$ cat config.mk
export PLATFORM = sky130hd
export DESIGN_NAME = line_history_ring_store_core
export DESIGN_NICKNAME = d
export VERILOG_FILES = /design/src/lhrs_pkg.sv /design/src/lhrs_ctrl.sv /design/src/lhrs_dpath.sv /design/src/line_history_ring_store_core.sv
export SDC_FILE = /design/constraint.sdc
export NUM_CORES = 2
export LEC_CHECK = 0
export BUFFER_PORTS_ARGS = -buffer_cell sky130_fd_sc_hd__buf_4
export CAP_MARGIN = 20
export CORE_ASPECT_RATIO = 1.4
export CORE_MARGIN = 2
export CORE_UTILIZATION = 60
export CTS_BUF_LIST = sky130_fd_sc_hd__clkbuf_4
export DETAILED_ROUTE_END_ITERATION = 7
export MAX_ROUTING_LAYER = met4
export PLACE_DENSITY = 0.74
export REMOVE_ABC_BUFFERS = 1
export SYNTH_ARGS = -nofsm -noshare
export SYNTH_HDL_FRONTEND = slang
export SYNTH_SLANG_ARGS = --single-unit
$ cat constraint.sdc
create_clock -name clk_i -period 6.9 [get_ports clk_i]
set_clock_uncertainty 0.05 [all_clocks]
set_input_delay 1.38 -clock clk_i [delete_from_list [all_inputs] [get_ports clk_i]]
set_output_delay 1.38 -clock clk_i [all_outputs]
set_load 0.05 [all_outputs]
$ cat src/lhrs_pkg.sv
// Shared types and codes of the line history ring store.
package lhrs_pkg;

  // Request codes carried in req_type
  localparam logic [1:0] REQ_APPEND = 2'd0;
  localparam logic [1:0] REQ_FIND   = 2'd1;
  localparam logic [1:0] REQ_READ   = 2'd2;

  typedef struct packed {
    logic [1:0] req_type;
    logic [7:0] data_byte;
    logic [7:0] position;
  } in_t;

  typedef struct packed {
    logic [7:0] start_pos;
    logic [7:0] byte_out;
    logic       at_write_point;
    logic       beyond_used;
    logic       overflow_error;
    logic       not_found;
  } out_t;

  typedef enum logic [2:0] {
    RES_NONE,
    RES_APPEND,
    RES_READ,
    RES_FIND_OK,
    RES_FIND_NONE
  } res_sel_e;

  // Controller to datapath
  typedef struct packed {
    logic     latch_in;
    logic     reduce;
    logic     commit;
    logic     rd_pos;
    logic     find_init;
    logic     scan_issue;
    logic     scan_miss;
    logic     load_out;
    res_sel_e res_sel;
  } cmd_t;

  // Datapath to controller
  typedef struct packed {
    logic [1:0] req;
    logic       pos_big;
    logic       rd_hit;
    logic       scan_last;
  } status_t;

endpackage

$ cat src/lhrs_ctrl.sv
// Sequencer for the line history ring store: handshakes and operation steps.
module lhrs_ctrl (
  input  logic              clk_i,
  input  logic              rst_ni,
  input  logic              in_valid_i,
  output logic              in_stall_o,
  output logic              out_valid_o,
  input  logic              out_stall_i,
  input  lhrs_pkg::status_t sts_i,
  output lhrs_pkg::cmd_t    cmd_o
);

  typedef enum logic [2:0] {
    ST_IDLE,
    ST_WORK,
    ST_READ_WAIT,
    ST_SCAN,
    ST_FIND_WAIT,
    ST_NF_WAIT
  } state_e;

  state_e state_q, state_d;
  logic   out_valid_q, out_valid_d;
  logic   pend_q, pend_d;
  logic   out_free;

  assign out_free    = !out_valid_q || !out_stall_i;
  assign in_stall_o  = (state_q != ST_IDLE);
  assign out_valid_o = out_valid_q;

  always_comb begin
    cmd_o   = '0;
    cmd_o.res_sel = lhrs_pkg::RES_NONE;
    state_d = state_q;
    pend_d  = pend_q;
    case (state_q)
      ST_IDLE: begin
        if (in_valid_i) begin
          cmd_o.latch_in = 1'b1;
          state_d = ST_WORK;
        end
      end
      ST_WORK: begin
        if (sts_i.pos_big &&
            (sts_i.req == lhrs_pkg::REQ_FIND || sts_i.req == lhrs_pkg::REQ_READ)) begin
          cmd_o.reduce = 1'b1;
        end else begin
          case (sts_i.req)
            lhrs_pkg::REQ_APPEND: begin
              if (out_free) begin
                cmd_o.commit   = 1'b1;
                cmd_o.load_out = 1'b1;
                cmd_o.res_sel  = lhrs_pkg::RES_APPEND;
                state_d = ST_IDLE;
              end
            end
            lhrs_pkg::REQ_READ: begin
              cmd_o.rd_pos = 1'b1;
              state_d = ST_READ_WAIT;
            end
            lhrs_pkg::REQ_FIND: begin
              cmd_o.find_init = 1'b1;
              pend_d  = 1'b0;
              state_d = ST_SCAN;
            end
            default: begin
              if (out_free) begin
                cmd_o.load_out = 1'b1;
                cmd_o.res_sel  = lhrs_pkg::RES_NONE;
                state_d = ST_IDLE;
              end
            end
          endcase
        end
      end
      ST_READ_WAIT: begin
        if (out_free) begin
          cmd_o.load_out = 1'b1;
          cmd_o.res_sel  = lhrs_pkg::RES_READ;
          state_d = ST_IDLE;
        end
      end
      ST_SCAN: begin
        if (pend_q && sts_i.rd_hit) begin
          // Hold the read data that matched
          if (out_free) begin
            cmd_o.load_out = 1'b1;
            cmd_o.res_sel  = lhrs_pkg::RES_FIND_OK;
            state_d = ST_IDLE;
          end else begin
            state_d = ST_FIND_WAIT;
          end
        end else if (pend_q && sts_i.scan_last) begin
          if (out_free) begin
            cmd_o.load_out = 1'b1;
            cmd_o.res_sel  = lhrs_pkg::RES_FIND_NONE;
            state_d = ST_IDLE;
          end else begin
            state_d = ST_NF_WAIT;
          end
        end else begin
          cmd_o.scan_issue = 1'b1;
          cmd_o.scan_miss  = pend_q;
          pend_d = 1'b1;
        end
      end
      ST_FIND_WAIT: begin
        if (out_free) begin
          cmd_o.load_out = 1'b1;
          cmd_o.res_sel  = lhrs_pkg::RES_FIND_OK;
          state_d = ST_IDLE;
        end
      end
      ST_NF_WAIT: begin
        if (out_free) begin
          cmd_o.load_out = 1'b1;
          cmd_o.res_sel  = lhrs_pkg::RES_FIND_NONE;
          state_d = ST_IDLE;
        end
      end
      default: begin
        state_d = ST_IDLE;
      end
    endcase
  end

  always_comb begin
    out_valid_d = out_valid_q;
    if (cmd_o.load_out) begin
      out_valid_d = 1'b1;
    end else if (!out_stall_i) begin
      out_valid_d = 1'b0;
    end
  end

  always_ff @(posedge clk_i or negedge rst_ni) begin
    if (!rst_ni) begin
      state_q     <= ST_IDLE;
      out_valid_q <= 1'b0;
      pend_q      <= 1'b0;
    end else begin
      state_q     <= state_d;
      out_valid_q <= out_valid_d;
      pend_q      <= pend_d;
    end
  end

  // A new result never overwrites one that is still waiting
  a_no_overwrite: assert property (@(posedge clk_i) disable iff (!rst_ni)
    cmd_o.load_out |-> out_free)
    else $error("result loaded while output still stalled");

  // One item in work at a time
  a_one_item: assert property (@(posedge clk_i) disable iff (!rst_ni)
    (in_valid_i && !in_stall_o) |=> in_stall_o)
    else $error("input taken right after a transfer");

  // A scan step only checks data from a read it issued
  a_scan_miss: assert property (@(posedge clk_i) disable iff (!rst_ni)
    cmd_o.scan_miss |-> $past(cmd_o.scan_issue))
    else $error("scan checked without a pending read");

endmodule

$ cat src/lhrs_dpath.sv
// Datapath of the line history ring store: byte memory, pointers, scan and result register.
module lhrs_dpath #(
  parameter int STORE_SIZE = 256
) (
  input  logic              clk_i,
  input  logic              rst_ni,
  input  lhrs_pkg::in_t     in_data_i,
  input  lhrs_pkg::cmd_t    cmd_i,
  output lhrs_pkg::status_t sts_o,
  output lhrs_pkg::out_t    out_data_o
);

  localparam int AW = $clog2(STORE_SIZE);
  localparam int CW = $clog2(STORE_SIZE + 1);
  localparam int PW = (AW > 8) ? AW : 8;
  localparam logic [AW-1:0] LAST_A = AW'(STORE_SIZE - 1);
  localparam logic [CW-1:0] SIZE_C = CW'(STORE_SIZE);
  localparam logic [PW:0]   SIZE_P = (PW + 1)'(STORE_SIZE);
  localparam logic [CW:0]   SIZE_L = (CW + 1)'(STORE_SIZE);

  function automatic logic [AW-1:0] step_back(input logic [AW-1:0] p);
    return (p == '0) ? LAST_A : p - AW'(1);
  endfunction

  logic [7:0]    mem [STORE_SIZE];

  logic [1:0]    req_q;
  logic [7:0]    data_q;
  logic [PW-1:0] pos_q;
  logic [AW-1:0] wp_q;
  logic [CW-1:0] used_q;
  logic [CW-1:0] len_q;
  logic [AW-1:0] p_q;
  logic [AW-1:0] chk_q;
  logic [AW-1:0] rd_addr_q;
  logic [7:0]    rd_data_q;
  logic          rd_wr_q;
  lhrs_pkg::out_t out_q;

  logic [AW-1:0] pos_idx;
  logic          rd_en;
  logic [AW-1:0] rd_addr;
  logic [7:0]    rd_byte;
  logic          ovf;
  logic [AW-1:0] start_s;
  lhrs_pkg::out_t res;

  assign pos_idx = pos_q[AW-1:0];
  assign rd_en   = cmd_i.rd_pos || cmd_i.scan_issue;
  assign rd_addr = cmd_i.rd_pos ? pos_idx : p_q;
  // Entries past the fill count were never written and read as zero
  assign rd_byte = rd_wr_q ? rd_data_q : 8'd0;
  assign ovf     = (data_q != 8'd0) && (({1'b0, len_q} + (CW + 1)'(1)) >= SIZE_L);
  assign start_s = (rd_addr_q == LAST_A) ? '0 : rd_addr_q + AW'(1);

  assign sts_o.req       = req_q;
  assign sts_o.pos_big   = ({1'b0, pos_q} >= SIZE_P);
  assign sts_o.rd_hit    = (rd_byte == 8'd0);
  assign sts_o.scan_last = (chk_q == LAST_A);

  always_comb begin
    res = '0;
    case (cmd_i.res_sel)
      lhrs_pkg::RES_APPEND:    res.overflow_error = ovf;
      lhrs_pkg::RES_READ:      res.byte_out = rd_byte;
      lhrs_pkg::RES_FIND_OK: begin
        res.start_pos      = 8'(start_s);
        res.at_write_point = (start_s == wp_q);
        res.beyond_used    = (CW'(start_s) > used_q);
      end
      lhrs_pkg::RES_FIND_NONE: res.not_found = 1'b1;
      default:                 res = '0;
    endcase
  end

  // Byte memory: one write port, one registered read port
  always_ff @(posedge clk_i) begin
    if (cmd_i.commit && !ovf) begin
      mem[wp_q] <= data_q;
    end
    if (rd_en) begin
      rd_data_q <= mem[rd_addr];
      rd_addr_q <= rd_addr;
      rd_wr_q   <= (CW'(rd_addr) < used_q);
    end
  end

  // Item and scan registers
  always_ff @(posedge clk_i) begin
    if (cmd_i.latch_in) begin
      req_q  <= in_data_i.req_type;
      data_q <= in_data_i.data_byte;
      pos_q  <= PW'(in_data_i.position);
    end else if (cmd_i.reduce) begin
      pos_q  <= pos_q - PW'(STORE_SIZE);
    end
    if (cmd_i.find_init) begin
      p_q   <= step_back(step_back(pos_idx));
      chk_q <= '0;
    end else begin
      if (cmd_i.scan_issue) begin
        p_q <= step_back(p_q);
      end
      if (cmd_i.scan_miss) begin
        chk_q <= chk_q + AW'(1);
      end
    end
    if (cmd_i.load_out) begin
      out_q <= res;
    end
  end

  // Ring state
  always_ff @(posedge clk_i or negedge rst_ni) begin
    if (!rst_ni) begin
      wp_q   <= '0;
      used_q <= '0;
      len_q  <= '0;
    end else if (cmd_i.commit) begin
      if (data_q == 8'd0) begin
        len_q <= '0;
      end else if (!ovf) begin
        len_q <= len_q + CW'(1);
      end
      if (!ovf) begin
        wp_q   <= (wp_q == LAST_A) ? '0 : wp_q + AW'(1);
        used_q <= (used_q == SIZE_C) ? used_q : used_q + CW'(1);
      end
    end
  end

  assign out_data_o = out_q;

  a_used_sat: assert property (@(posedge clk_i) disable iff (!rst_ni)
    used_q <= SIZE_C)
    else $error("used count past store size");

  a_len_bound: assert property (@(posedge clk_i) disable iff (!rst_ni)
    len_q < SIZE_C)
    else $error("line length reached store size");

endmodule

$ cat src/line_history_ring_store_core.sv
// Top level of the line history ring store.
//
// A circular byte store of STORE_SIZE bytes for zero-terminated text lines,
// such as a command history. Each request transfer yields exactly one result
// transfer. Append writes data_byte at the write pointer (a non-zero byte that
// would bring the current line to STORE_SIZE bytes is dropped and flagged with
// overflow_error); read returns the byte at position; find skips the terminator
// before position, walks backward for the previous zero and reports the start
// of the line after it, or not_found after one full pass. Position is taken
// modulo STORE_SIZE. An append is committed as its result is loaded; a read
// issues its memory read, then loads the byte; a find sets up its scan, then
// tests one byte per cycle through the single read port of the byte memory.
// With STORE_SIZE below 256, a read or find whose position is out of range
// first has STORE_SIZE subtracted from it until it is in range. The memory
// has no clearing pass: entries beyond the fill count read as zero, so the
// block is ready right after reset. Results wait in an output register; a
// stalled result holds the block at its last step only.
module line_history_ring_store_core #(
  parameter int STORE_SIZE = 256
) (
  input  logic           clk_i,
  input  logic           rst_ni,
  input  logic           in_valid_i,
  output logic           in_stall_o,
  input  lhrs_pkg::in_t  in_data_i,
  output logic           out_valid_o,
  input  logic           out_stall_i,
  output lhrs_pkg::out_t out_data_o
);

  lhrs_pkg::cmd_t    cmd;
  lhrs_pkg::status_t sts;

  // Sequence requests, handshakes and the result register valid
  lhrs_ctrl u_ctrl (
    .clk_i       (clk_i),
    .rst_ni      (rst_ni),
    .in_valid_i  (in_valid_i),
    .in_stall_o  (in_stall_o),
    .out_valid_o (out_valid_o),
    .out_stall_i (out_stall_i),
    .sts_i       (sts),
    .cmd_o       (cmd)
  );

  // Hold the store, pointers, scan address and result payload
  lhrs_dpath #(
    .STORE_SIZE (STORE_SIZE)
  ) u_dpath (
    .clk_i      (clk_i),
    .rst_ni     (rst_ni),
    .in_data_i  (in_data_i),
    .cmd_i      (cmd),
    .sts_o      (sts),
    .out_data_o (out_data_o)
  );

endmodule
* Word level (Yosys, flattened, before mapping)
Memories as Yosys holds them, arrays and structs flattened. A register that Yosys moved wholly into a read port is not among the register bits.
Cells that the tools add are included.
Widths: inputs -> output; s select.
** Operators by class
- $add $sub $neg :: 9
- $mul :: 0
- Div/mod/pow operators :: 0
- $lt $le $gt $ge :: 3
- Equality and inequality tests :: 23
- Shifts and indexed selects :: 0
- Muxes and demuxes :: 48
- Bitwise logic cells :: 2
- Reductions and logical operators :: 27
** Operator list (number)
- $mux 8 :: 10
- $logic_not 8->1 :: 5
- $mux 4 :: 7
- $add 8x1->8 const B :: 3
- $eq 8x8->1 const B :: 3
- $sub 8x1->8 const B :: 3
- $mux 3 :: 7
- $pmux 4 s5 :: 1
- $add 9x1->9 const B :: 2
- $mux 9 :: 2
- $mux 1 :: 14
- $eq 3x2->1 const B :: 4
- $pmux 3 s4 :: 1
- $add 9x1->10 const B :: 1
- $ge 10x9->1 const B :: 1
- $eq 3x3->1 const B :: 3
- $eq 9x9->1 const B :: 1
- $gt 8x9->1 :: 1
- $lt 8x9->1 :: 1
- $eq 8x8->1 :: 1
- $ne 2x2->1 const B :: 4
- $pmux 4 s2 :: 1
- $reduce_bool 8->1 :: 1
- $eq 3x1->1 const B :: 2
- 20 further kinds :: 33
** Word-level totals
- Bits in registers :: 94
- Latch bits :: 0
- RAM bits :: 2048
- ROM bits :: 0
- Bits of input ports :: 22
- Output and inout port bits :: 22
- Word-level logic and storage cells :: 132
- Memories kept :: 1
** Memories
- u_dpath.mem :: depth 256, bits a word 8, read ports 1, clocked after Yosys merged registers in 1, write ports 1, RTL line lhrs_dpath.sv:25 : logic [7:0] mem [STORE_SIZE];

* Longest topological paths before layout
- Depth after elaboration :: 8
- Gate-level depth with buffers :: 18
- Depth with buffers taken out :: 14

* By module
Synthesis repeated with hierarchy kept, for this count alone.
** Second synthesis, totals
- Cell total of the unflattened synthesis :: 5897
- Area total of the unflattened synthesis :: 86746.9 um^2
** Modules (own cells, without submodules)
- lhrs_dpath :: times used 1, cells an instance 5829, area an instance 86167.6 um^2, seq. area each 64201.6 um^2
- lhrs_ctrl :: times used 1, cells an instance 68, area an instance 579.3 um^2, seq. area each 125.1 um^2

* Least setup slack after synthesis
OpenSTA, ideal clock, no wires.
- Kind :: flip-flop to flip-flop
- Start :: register u_dpath.data_q[5]
- End :: memory u_dpath.mem[111][0], enable pin
- Setup time :: 0.285 ns
- Arrival time :: 5.469 ns
- Data required time :: 6.565 ns
- Setup slack :: 1.095 ns
- Cell stages (with the launch flop) :: 11
- Buffers on the path :: 3
- Period minus slack after synthesis :: 5.805 ns
- Cell sequence :: edfxtp_1 -> or4_1 -> nor2_1 -> or3_1 -> nor2b_1 -> buf_2 -> and3_1 -> clkbuf_1 -> nand2_1 -> clkbuf_1 -> nor2_1
** Between the ends
- Longest elaborated chain between the ends :: 6
** RTL lines
- from (decl) :: RTL line lhrs_dpath.sv:28 : logic [7:0] data_q;
- from (signal assigned) :: RTL line lhrs_dpath.sv:92 : data_q <= in_data_i.data_byte;
- $reduce_bool 8->1 :: RTL line lhrs_dpath.sv:53 : assign ovf = (data_q != 8'd0) && (({1'b0, len_q} + (CW + 1)'(1)) >= SIZE_L);
- $logic_and 1x1->1 :: RTL line lhrs_dpath.sv:53
- $logic_not 1->1
- $logic_and 1x1->1 :: RTL line lhrs_dpath.sv:78 : if (cmd_i.commit && !ovf) begin
- $mux 1 :: RTL line lhrs_dpath.sv:78
- $mux 1 (not written as such) :: RTL line lhrs_dpath.sv:79 : mem[wp_q] <= data_q;
- to (decl) :: RTL line lhrs_dpath.sv:25
Every way passes these cells.

* Final worst setup path
- Start :: register u_dpath.req_q[0]
- End :: register u_dpath.rd_data_q[6], read port of u_dpath.mem (data pin)
** Between the ends
- Longest elaborated chain between the ends :: 4
- Elaborated cells between the ends (all ways) :: 5
- Classes of those cells :: eq/ne (1); mux (3); reduce/logical (1)
** RTL lines
- from (decl) :: RTL line lhrs_dpath.sv:27 : logic [1:0] req_q;
- from (signal assigned) :: RTL line lhrs_dpath.sv:91 : req_q <= in_data_i.req_type;
- $eq 2x2->1 (*)
- $mux 1 (*) :: RTL line lhrs_ctrl.sv:48 : case (sts_i.req)
- $mux 3 (*) :: RTL line lhrs_ctrl.sv:36 : case (state_q)
- $mux 8 or $logic_or 1x1->1 (tied branches) :: RTL line lhrs_dpath.sv:50, lhrs_dpath.sv:49
- to (decl) :: RTL line lhrs_dpath.sv:36 : logic [7:0] rd_data_q;
Every way passes the cells marked *; elsewhere a longest branch is shown, timed or not.
A chain may end at the register's enable or synchronous reset.

==> impl_metrics.tcl <==
set metrics [dict create \
    gp_congestion 0.961 \
    hold_viol_final 0 \
    dr.pass1.iters 6 \
    antenna_found_initial 12 \
    synthArstFlopShare_pct 1.44 \
    drc 0 \
    core_area_um2 143000 \
    yosys_warnings 0 \
    gr-total-overflow 0 \
    viasPerCell 6.56 \
    clk_latency_ps 1440 \
    fp.dieArea_um2 147000 \
    ys_ff_latch 2150 \
    synth_compound_area_share_pct 5.94 \
    power.leakage_nw 31.8 \
    syn_avg_cell_area_um2 13.6 \
    synth_edf_count 2111 \
    routed_wl_mm 266 \
    worstPathMaxFanout 117 \
    max_freq_ghz 0.172 \
    max-clock-path-buffers 4 \
    power.density_nw_per_um2 358 \
    max_cap_violations 0 \
    worstSetupStartpointType "register" \
    drive_above_1_share_pct 14.0 \
    drv_slew 0 \
    yosys_most_used_dff "edfxtp_1" \
    cts_root_buf "clkbuf_4" \
    synth.distinct_cells 78 \
    multiInputGateArea_um2 20000 \
    min_path_type "in -> reg" \
    maxSlewHeadroom_pct 8.69 \
    grt_pass1_wl_mm 381 \
    setup_violations 0 \
    stdcell_area_um2 94500 \
    netlist_area_um2 86400 \
    nFillCells 10200 \
    crit_arrival_ps 7040 \
    ant_nets 0 \
    placementRows 164 \
    peakVddDrop_mv 0.364 \
    fin_total_pwr_mw 33.8 \
    dp_cells 8039 \
    initialDrtViolationCount 8720 \
    dp_hpwl_mm 155 \
    synthCells 6352 \
    final-instance-count-excl-fill 8903 \
    hold_slack_ps 126 \
    critical_path_class "reg -> reg" \
    fin_nets 6687 \
    clk_pin_slew_ps 70 \
    fin_util_pct 66.2 \
    period_needed_ps 5810 \
    htreeDepth 5 \
    syn_to_final_growth_pct 9.43 \
    synth_top_family_by_area "simple AND/OR/NAND/NOR gates" \
    initial_core_util_pct 60.5 \
    yosysSeqAreaShare_pct 74.5 \
    wl_per_cell_um 29.8 \
    end_kind "register" \
    fin_ws_ps 1090 \
    first_global_vias 56500 \
    grt_use_total_pct 37.0 \
    grt_setup_unrepaired "no" \
    numClockSinks 2150 \
    synth-xor-area-share_pct 0.466 \
    num_vias 58400 \
    yosys-mux-area-fraction_pct 2.67 \
    yosys.area_share.simple_pct 13.4 \
    synth_fa_ha_area_share_pct 0.492 \
    fp.dieW_um 325 \
    seq_area_um2 64300 \
    period_share_pct 84.2 \
    io_buffers 43 \
    finalSetupTns_ps 0 \
    numCtsBuffers 484 \
    post-place-ws_ps 1490 \
    cts_tree "built" \
    die_y_um 453 \
    ios 44 \
    worst_slew_pin_slew_ps 1350 \
    grt_start_max_net_pins 194 \
    placed_area_um2 88400 \
    status "finished clean" \
    critical_path_required_ps 8130 \
]
-- synthesized netlist by cell type (all sizes together), types with 46 or more instances --
cell type,count,area (um2)
buf,271,1630
a21oi,233,1170
o21ai,69,345
nand4,95,594
edfxtp,2111,63400
a31oi,164,1030
and3,46,288
a32oi,71,622
clkbuf,120,452
nand2,1608,6040
nand3,515,2580
nor2,332,1250
mux2i,154,1600
-- cell usage in the layout (no fill, tap or decap), types with 67 or more instances in the layout --
cell,Yosys,layout
edfxtp_1,2111,2111
nand2_1,1608,1606
clkbuf_4,0,710
nand3_1,515,515
nor2_1,330,327
a21oi_1,233,232
a31oi_1,164,164
buf_4,54,146
mux2i_1,148,140
clkinv_1,1,99
nand4_1,95,95
a32oi_1,71,71
o21ai_0,67,67
-- layout make-up --
| class | instances | share of cell area, % |
|---|---|---|
| inverter | 30 | 0.146 |
| tap | 1909 | 2.53 |
| timing repair buffer | 184 | 1.79 |
| sequential | 2150 | 68.1 |
| multi-input combinational | 3781 | 21.2 |
| antenna | 15 | 0.0397 |
| clock buffer | 710 | 5.64 |
| clock inverter | 124 | 0.647 |
-- worst max-delay path, cell delays in order, from the launching register on --
cell	delay (ps)
edfxtp_1	450
inv_1	150
ha_1	200
and4bb_1	750
mux2i_4	520
buf_12	500
buf_4	630
nand2_1	140
nand3_1	120
a211oi_1	140
nor3_1	260
nor2_1	130
o41ai_1	1090
o211a_1	240
-- path summary, 6_finish.rpt --
kind	slack, ps	depth (start not counted)	from	to
max	1090	13	u_dpath.req_q[0]	u_dpath.rd_data_q[6]
min	130	1	in_data_i[4]	u_dpath.pos_idx[4]
max reg2reg	1090	13	u_dpath.req_q[0]	u_dpath.rd_data_q[6]
min reg2reg	440	2	u_dpath.chk_q[7]	u_dpath.chk_q[7]
max in group asynchronous	6050	2	rst_ni	u_dpath.wp_q[2]
min in group asynchronous	380	2	rst_ni	u_ctrl.out_valid_o
-- metal layers --
layer  GRT usage, %  part of all wire (%)  wire length (um)  vias up
met5              -                     0                 0        -
met4           25.1                   7.5             20000        0
met2           56.4                    47            124000     4460
met1           43.8                    33             87400    28400
met3           9.42                    13             33900      981
li1               -                     -                 -    24600
-- repair_timing --
action,4_1_cts,5_1_grt
hold buffers,13,0
setup buffers,0,0
endpoints found under the setup margin,0,0
resized for setup,0,0
endpoints found under the hold margin,43,0
-- where the power goes --
group	total [mW]	switching (mW)	internal (mW)
clock	9.66	4.83	4.83
combinational	8.75	6.66	2.09
sequential	15.4	0.207	15.2
total	33.8	11.7	22.1
-- sequential cells by signal, indices dropped and copies added (netlist names), 2 cells and up --
name,count
u_dpath.mem,2048
u_dpath.out_data_o,20
u_dpath.len_q,9
u_dpath.used_q,9
u_dpath.chk_q,8
u_dpath.data_q,8
u_dpath.p_q,8
u_dpath.pos_idx,8
u_dpath.rd_addr_q,8
u_dpath.rd_data_q,8
u_dpath.wp_q,8
u_ctrl.state_q,3
u_dpath.req_q,2
-- logic make-up after synthesis --
| group | Yosys count |
|---|---|
| multiplexers | 190 |
| AO/OA/AOI/OAI | 777 |
| buffers and inverters | 421 |
| XOR/XNOR | 46 |
| AND/OR/NAND/NOR | 2734 |
| adder cells (fa/ha/maj) | 34 |
| flip-flops | 2150 |
Note: power is estimated with default switching activity, not from simulation.
